**src/hdl/pmfb_pkg.sv**
```systemverilog
// Shared constants, codes and types of the paged monochrome framebuffer.
package pmfb_pkg;

    localparam int MAX_COLUMNS = 128;
    localparam int MAX_PAGES   = 8;
    localparam int TILE_BITS   = 8;

    localparam int TILE_DEPTH = MAX_COLUMNS * MAX_PAGES;
    localparam int ADDR_W     = $clog2(TILE_DEPTH);
    localparam int BIT_W      = $clog2(TILE_BITS);
    localparam int PIDX_W     = $clog2(MAX_PAGES);
    localparam int WORD_W     = TILE_BITS + 1;

    localparam int REQ_W   = 2;
    localparam int COORD_W = 8;
    localparam int COL_W   = 8;
    localparam int PAGE_W  = 4;
    localparam int COUNT_W = 11;

    localparam logic [REQ_W-1:0] REQ_DRAW  = 2'd0;
    localparam logic [REQ_W-1:0] REQ_READ  = 2'd1;
    localparam logic [REQ_W-1:0] REQ_CLEAR = 2'd2;

    localparam logic CFG_COLUMNS = 1'b0;
    localparam logic CFG_PAGES   = 1'b1;

    // One memory word: the dirty flag above the tile's pixel bits.
    typedef logic [WORD_W-1:0] t_word;

    typedef struct packed {
        logic              we;
        logic [ADDR_W-1:0] waddr;
        t_word             wdata;
        logic              re;
        logic [ADDR_W-1:0] raddr;
    } t_mem_req;

    typedef struct packed {
        logic               status;
        logic               pixel;
        logic [COUNT_W-1:0] count;
    } t_result;

endpackage

```
**src/hdl/pmfb_ctrl.sv**
```systemverilog
// Request sequencer: address mapping, read-modify-write, clear sweep and result register.
module pmfb_ctrl (
    input  logic                           i_clk,
    input  logic                           i_rst_n,
    input  logic [pmfb_pkg::COL_W-1:0]     i_columns,
    input  logic [pmfb_pkg::PAGE_W-1:0]    i_pages,
    input  logic                           i_s_tvalid,
    output logic                           o_s_tready,
    input  logic [pmfb_pkg::REQ_W-1:0]     i_req_type,
    input  logic [pmfb_pkg::COORD_W-1:0]   i_pos_x,
    input  logic [pmfb_pkg::COORD_W-1:0]   i_pos_y,
    input  logic                           i_pixel_in,
    output pmfb_pkg::t_mem_req             o_mem,
    input  pmfb_pkg::t_word                i_mem_rdata,
    output logic                           o_m_tvalid,
    input  logic                           i_m_tready,
    output pmfb_pkg::t_result              o_result
);

    localparam logic [1:0] ST_IDLE  = 2'd0;
    localparam logic [1:0] ST_RMW   = 2'd1;
    localparam logic [1:0] ST_SWEEP = 2'd2;
    localparam logic [1:0] ST_HOLD  = 2'd3;

    localparam int PFULL_W = pmfb_pkg::COORD_W - pmfb_pkg::BIT_W;
    localparam int PROD_W  = pmfb_pkg::PIDX_W + pmfb_pkg::COL_W;
    localparam int LIM_W   = pmfb_pkg::COL_W + pmfb_pkg::PAGE_W;

    logic [1:0]                        r_state, n_state;
    logic [pmfb_pkg::ADDR_W-1:0]       r_sweep;
    logic [pmfb_pkg::COUNT_W-1:0]      r_limit;
    logic                              r_init;
    logic [pmfb_pkg::COUNT_W-1:0]      r_dirty_total, n_dirty_total;
    logic                              r_m_valid, n_m_valid;
    pmfb_pkg::t_result                 r_out;
    pmfb_pkg::t_result                 r_hold;
    logic [pmfb_pkg::REQ_W-1:0]        r_req;
    logic [pmfb_pkg::ADDR_W-1:0]       r_addr;
    logic [pmfb_pkg::BIT_W-1:0]        r_bit;
    logic                              r_pix;
    logic                              r_oob;

    logic                              s_acc;
    logic [PFULL_W-1:0]                page_full;
    logic                              oob;
    logic [PROD_W-1:0]                 addr_full;
    logic [LIM_W-1:0]                  lim_full;
    logic                              sweep_last;
    logic                              cur;
    logic                              change;
    logic                              inc;
    logic [pmfb_pkg::TILE_BITS-1:0]    new_tile;
    logic                              res_valid;
    pmfb_pkg::t_result                 res;
    logic                              out_free;

    assign o_s_tready = (r_state == ST_IDLE);
    assign s_acc      = i_s_tvalid && o_s_tready;

    // Coordinate check and tile index: page * columns + x.
    assign page_full = i_pos_y[pmfb_pkg::COORD_W-1:pmfb_pkg::BIT_W];
    assign oob = (i_pos_x >= i_columns) || (page_full >= PFULL_W'(i_pages));
    assign addr_full = {{pmfb_pkg::COL_W{1'b0}}, page_full[pmfb_pkg::PIDX_W-1:0]}
                       * {{pmfb_pkg::PIDX_W{1'b0}}, i_columns}
                       + PROD_W'(i_pos_x);
    assign lim_full = {{pmfb_pkg::PAGE_W{1'b0}}, i_columns}
                      * {{pmfb_pkg::COL_W{1'b0}}, i_pages};

    assign sweep_last = (r_sweep == pmfb_pkg::ADDR_W'(pmfb_pkg::TILE_DEPTH - 1));

    // Modify step on the word read back for the pending draw or read.
    assign cur    = i_mem_rdata[r_bit];
    assign change = (r_req == pmfb_pkg::REQ_DRAW) && !r_oob && (cur != r_pix);
    assign inc    = change && !i_mem_rdata[pmfb_pkg::TILE_BITS];

    always_comb begin
        new_tile        = i_mem_rdata[pmfb_pkg::TILE_BITS-1:0];
        new_tile[r_bit] = r_pix;
    end

    always_comb begin
        o_mem.re    = s_acc;
        o_mem.raddr = addr_full[pmfb_pkg::ADDR_W-1:0];
        o_mem.we    = 1'b0;
        o_mem.waddr = r_addr;
        o_mem.wdata = {1'b1, new_tile};
        if (r_state == ST_SWEEP) begin
            o_mem.we    = 1'b1;
            o_mem.waddr = r_sweep;
            o_mem.wdata = {({1'b0, r_sweep} < r_limit), {pmfb_pkg::TILE_BITS{1'b0}}};
        end else if (r_state == ST_RMW) begin
            o_mem.we = change;
        end
    end

    assign out_free = !r_m_valid || i_m_tready;

    always_comb begin
        n_state       = r_state;
        n_dirty_total = r_dirty_total;
        res_valid     = 1'b0;
        res           = r_hold;
        unique case (r_state)
            ST_IDLE: begin
                if (s_acc) begin
                    n_state = (i_req_type == pmfb_pkg::REQ_CLEAR) ? ST_SWEEP : ST_RMW;
                end
            end
            ST_RMW: begin
                res_valid  = 1'b1;
                res.status = ((r_req == pmfb_pkg::REQ_DRAW) || (r_req == pmfb_pkg::REQ_READ))
                             && r_oob;
                res.pixel  = (r_req == pmfb_pkg::REQ_READ) && !r_oob && cur;
                res.count  = inc ? r_dirty_total + 1'b1 : r_dirty_total;
                n_dirty_total = res.count;
            end
            ST_SWEEP: begin
                if (sweep_last) begin
                    n_dirty_total = r_limit;
                    res_valid     = !r_init;
                    res.status    = 1'b0;
                    res.pixel     = 1'b0;
                    res.count     = r_limit;
                    if (r_init) begin
                        n_state = ST_IDLE;
                    end
                end
            end
            ST_HOLD: begin
                res_valid = 1'b1;
            end
            default: begin
                n_state = ST_IDLE;
            end
        endcase
        if (res_valid) begin
            n_state = out_free ? ST_IDLE : ST_HOLD;
        end
    end

    assign n_m_valid = (res_valid && out_free) || (r_m_valid && !i_m_tready);

    always_ff @(posedge i_clk) begin
        if (!i_rst_n) begin
            r_state       <= ST_SWEEP;
            r_sweep       <= '0;
            r_limit       <= '0;
            r_init        <= 1'b1;
            r_dirty_total <= '0;
            r_m_valid     <= 1'b0;
        end else begin
            r_state       <= n_state;
            r_dirty_total <= n_dirty_total;
            r_m_valid     <= n_m_valid;
            if (r_state == ST_SWEEP) begin
                r_sweep <= r_sweep + 1'b1;
            end
            if (s_acc && (i_req_type == pmfb_pkg::REQ_CLEAR)) begin
                r_sweep <= '0;
                r_limit <= lim_full[pmfb_pkg::COUNT_W-1:0];
                r_init  <= 1'b0;
            end
        end
    end

    always_ff @(posedge i_clk) begin
        if (s_acc) begin
            r_req  <= i_req_type;
            r_addr <= addr_full[pmfb_pkg::ADDR_W-1:0];
            r_bit  <= i_pos_y[pmfb_pkg::BIT_W-1:0];
            r_pix  <= i_pixel_in;
            r_oob  <= oob;
        end
        if (res_valid && out_free) begin
            r_out <= res;
        end else if (res_valid) begin
            r_hold <= res;
        end
    end

    assign o_m_tvalid = r_m_valid;
    assign o_result   = r_out;

endmodule

```
**config.mk**
```make
export PLATFORM = sky130hd
export DESIGN_NAME = pmfb_ctrl
export DESIGN_NICKNAME = d
export VERILOG_FILES = /design/src/hdl/pmfb_pkg.sv /design/src/hdl/pmfb_ctrl.sv
export SDC_FILE = /design/constraint.sdc
export NUM_CORES = 1
export LEC_CHECK = 0
export BUFFER_PORTS_ARGS = -buffer_cell sky130_fd_sc_hd__buf_2
export CORE_AREA = 2 2 115 128
export CTS_BUF_LIST = sky130_fd_sc_hd__clkbuf_4 sky130_fd_sc_hd__clkbuf_8
export DETAILED_ROUTE_END_ITERATION = 8
export DIE_AREA = 0 0 117 130
export MAX_ROUTING_LAYER = met4
export REMOVE_ABC_BUFFERS = 1
export SKIP_CTS_REPAIR_TIMING = 1
export SYNTH_ARGS = -nofsm -noshare
export SYNTH_HDL_FRONTEND = slang
export SYNTH_SLANG_ARGS = --single-unit
```
**constraint.sdc**
```tcl
create_clock -name i_clk -period 3.7 [get_ports i_clk]
set_input_delay 0.185 -clock i_clk [delete_from_list [all_inputs] [get_ports i_clk]]
set_output_delay 0.185 -clock i_clk [all_outputs]
set_load 0.01 [all_outputs]
```
### Yosys cells after proc, flatten, opt, wreduce, memory -nomap -nowiden

Index checks and enable logic that the tools add are counted.

| operators by class | value |
|---|---|
| add/sub/neg operators | 3 |
| multiply operators | 2 |
| order comparisons | 6 |
| equality and inequality tests | 11 |
| multiplexer cells | 22 |
| bitwise logic cells | 2 |
| reduce and logical (&&, ||, !) cells | 29 |

Operators by type and width:

| kind | number |
|---|---|
| $pmux W13 S2 | 1 |
| $mux W11 | 2 |
| $pmux W11 S2 | 1 |
| $mux W19 | 1 |
| $mux W13 | 1 |
| $mux W2 | 6 |
| $add A11 B1 Y11 const B | 1 |
| $logic_and A1 B1 Y1 | 11 |
| $lt A10 B11 Y1 | 1 |
| $mul A8 B4 Y11 | 1 |
| $add A10 B1 Y10 const B | 1 |
| $add A10 B8 Y10 | 1 |
| $eq A10 B10 Y1 const B | 1 |
| $mul A3 B8 Y10 | 1 |
| $bwmux W8 | 1 |
| $ge A8 B8 Y1 | 1 |
| $eq A2 B2 Y1 const B | 3 |
| $ne A3 B3 Y1 const B | 2 |
| $ge A5 B4 Y1 | 1 |
| $logic_not A1 Y1 | 5 |
| $lt A3 B5 Y1 const B | 1 |
| $mux W1 | 5 |
| $eq A2 B1 Y1 const B | 2 |
| $logic_not A2 Y1 | 2 |
| 16 further kinds | 22 |

| word-level totals | value |
|---|---|
| register bits after elaboration | 79 |
| input port bits | 44 |
| output and inout port bits | 46 |
| word-level logic and storage cells | 92 |

### Depth between registers and ports, before layout

| depth | value |
|---|---|
| word-level depth | 7 |
| depth in mapped cells | 14 |
| gate-level depth less buffers | 14 |

### Least setup slack after synthesis

Ideal clock, no wire load.

| timing | value |
|---|---|
| kind | input -> register |
| start point | input i_columns[0] (netlist bit) |
| end point | register r_addr[9] (netlist bit), data pin |
| setup time | 0.294 ns |
| arrival time | 2.857 ns |
| data required time | 3.406 ns |
| path slack | 0.549 ns |
| stages | 11 |
| buffers on the path | 0 |
| cells stage by stage | nand2_1 -> fa_1 -> inv_1 -> fa_1 -> fa_1 -> a21o_1 -> a21oi_1 -> nor2b_1 -> o21a_1 -> o41ai_1 -> xnor2_1 |

RTL lines:

| element | line | RTL |
|---|---|---|
| start, declared | pmfb_ctrl.sv:5 | `input logic [pmfb_pkg::COL_W-1:0] i_columns,` |
| end signal, assigned | pmfb_ctrl.sv:169 | `r_addr <= addr_full[pmfb_pkg::ADDR_W-1:0];` |
| end, declared | pmfb_ctrl.sv:38 | `logic [pmfb_pkg::ADDR_W-1:0] r_addr;` |

==> flow_metrics.tcl <==
set metrics [dict create \
    drc_errors 0 \
    pre_cts_ws_ns 0.108 \
    row_count 46 \
    cp-start-kind "input port" \
    grt_max_degree 34 \
    synth.most_common_cell "inv_1" \
    max-vdd-ir-drop_mv 0.282 \
    finalPower_mw 3.38 \
    die-width_um 117 \
    clk_latency_ns 0.36 \
    slew_headroom_pct 26.8 \
    crit_type "input port to output port" \
    hold_start "i_columns[0]" \
    synth_compound_area_share_pct 13.0 \
    skew_ns 0.00889 \
    hold_path_class "input port to flop" \
    areaGrowthSynthToFinish_pct 14.8 \
    cap_violations 0 \
    r2r_end "o_result[5]" \
    drive_above_1_share_pct 17.3 \
    overflow 0 \
    port_buffers 89 \
    ant_nets 0 \
    syn-cell-area_mm2 0.00611 \
    grtUsageTotal_pct 20.2 \
    avgSynthCellArea_um2 9.23 \
    place.detailed.hpwl_um 11400 \
    whs_path_depth 3 \
    synth_cell_type_count 57 \
    slew_viol_final 0 \
    antenna_cells 0 \
    io_pins 90 \
    ctsRootBufferMaster "clkbuf_8" \
    r2r_setup_slack_ns 0.96 \
    yosys.area_share.adder_pct 19.2 \
    crit_slowest_cell "fa_1" \
    core-area_mm2 0.0141 \
    initial_utilization_pct 43.3 \
    synth_xor_area_share_pct 5.75 \
    crit_buf_inv 3 \
    fin_ws_ns 0.214 \
    die_area_mm2 0.0152 \
    cellPowerDensity_mw_per_mm2 482 \
    slowest_delay_ns 0.56 \
    synth_top_family_by_area "adder cells" \
    min_to "r_limit[0]" \
    yosys.area.top_type "edfxtp_1" \
    crit_chain "buf_2 > nand2_1 > fa_1 > inv_1 > fa_1 > fa_1 > a21o_1 > a21oi_1 > nor2b_1 > o21a_1 > o41ai_2 > xnor2_1 > buf_2" \
    setup_viol 0 \
    cts_buffer_depth 2 \
    synth_top_area_share_pct 21.1 \
    arrival_ns 3.30 \
    r2r_start "r_state[0]" \
    critical_path_required_ns 3.51 \
    antenna_found_initial 0 \
    final_nets 877 \
    yosys_most_used_dff "edfxtp_1" \
    status "finished clean" \
    cts_buffers 9 \
    fin_crit_ns 3.49 \
    ys_top_cells_by_count "inv_1, nor2_1, nand2_1, ha_1, edfxtp_1" \
    hold_viol_final 0 \
    cts_sinks 79 \
    syn_inst 662 \
    critPathMostFrequentCell "fa_1" \
    wl_per_cell_um 15.0 \
    async_reset_ff_share_pct 0 \
    grt_pass1_wl_um 23500 \
    fmax_ghz 0.287 \
    synth_area_leaders "edfxtp_1, dfxtp_1, ha_1, fa_1, inv_1" \
    drt_wl_total_um 14200 \
    rsz0062_at_grt "no" \
    routed_via_density 5.11 \
    dieHeight_um 130 \
    drt_iter0_drc 193 \
    cts_tree "yes" \
    synthSimpleGateAreaFrac_pct 17.7 \
    htree_levels 3 \
    finalSetupTns_ns 0 \
    drt_pass1_iterations 4 \
    muxShareOfSynthArea_pct 4.83 \
    synth-seq-cells 79 \
    period_share_pct 94.2 \
    path_clk_slew_ns 0.07 \
    cp-end-kind "output port" \
    ys_seq_area_share_pct 32.9 \
    p_leak_nw 3.19 \
    rr_worst_depth 8 \
    path_max_fanout 9 \
    first_global_vias 4902 \
    synth_edf_count 43 \
    synth_warnings 0 \
    layout.filler_cells 1364 \
    routed-via-count 4859 \
    gp_congestion 0.845 \
    worst_pin_slew_ns 1.07 \
    crit_family "adder cells" \
]
worst max-delay path by stage:
stage | cells after the start | endpoint | startpoint
2_1_floorplan | 7 | r_hold[0] | r_state[0]
3_3_place_gp | 13 | o_mem[9] | i_pos_y[5]
3_5_place_dp | 13 | o_mem[9] | i_pos_y[5]
4_1_cts | 13 | o_mem[9] | i_pos_y[5]
5_1_grt | 13 | o_mem[9] | i_pos_y[5]
6_report | 13 | o_mem[9] | i_pos_y[5]
kinds of logic (layout without fill, tap and decap cells):
kind of cell	Yosys count	after routing
AND/OR/NAND/NOR	228	228
AO/OA/AOI/OAI	116	116
adder cells (fa/ha/maj)	79	79
buffers and inverters	95	192
multiplexers	27	27
XOR/XNOR	38	38
flip-flops	79	79
per-stage QoR:
step | cells | area, µm² | hold slack, ns | util, %
final | 951 | 7020 | 0.181 | 49.8
after global routing | 951 | 7020 | 0.179 | 49.8
after CTS | 945 | 6950 | -0.0281 | 49.3
after detailed placement | 929 | 6730 | 0.364 | 47.7
after global placement | 929 | 6730 | 0.365 | 47.7
after floorplan | 641 | 5980 | 0.261 | -
registers in the layout, indices dropped and copies added (netlist names):
signal,count
o_m_tvalid,1
o_result,13
r_addr,10
r_bit,3
r_dirty_total,11
r_hold,13
r_init,1
r_limit,11
r_oob,1
r_pix,1
r_req,2
r_state,2
r_sweep,10
layout make-up:
cell class | instances | area, µm² | area share [%]
multi-input combinational | 488 | 3700 | 52.8
tap | 192 | 240 | 3.42
clock inverter | 5 | 81.3 | 1.16
sequential | 79 | 2010 | 28.7
timing repair buffer | 102 | 558 | 7.95
clock buffer | 11 | 145 | 2.07
inverter | 74 | 278 | 3.96
metal layers:
metal  track usage (%)  wire [µm]
met4              6.64        156
met3              2.79        401
met1              22.9       6160
met5                 -          0
met2              36.6       7530
power by group:
part           total (mW)  internal, mW  leakage, nW  switching [mW]
Clock               0.721         0.406        0.113           0.315
Sequential           1.18          1.10        0.680          0.0727
Combinational        1.49         0.622         2.40           0.866
worst register-to-register path, cell delays in order (launching register included):
cell	delay [ns]
dfxtp_1	0.35
inv_1	0.12
ha_2	0.48
nand3_1	0.24
nor2_1	0.14
buf_4	0.17
a211oi_1	0.10
nor2_1	0.16
and2_1	0.59
placed cells by master (no fill, tap or decap), drive strengths merged, types with 16 or more instances in the layout:
master  instances
ha             54
fa             25
nand3          17
o21ai          34
and2           27
nor2           73
buf            96
edfxtp         43
inv            74
xnor2          19
dfxtp          36
mux2i          16
nand2          61
xor2           19
No activity file was read; power rests on OpenSTA's default activity.
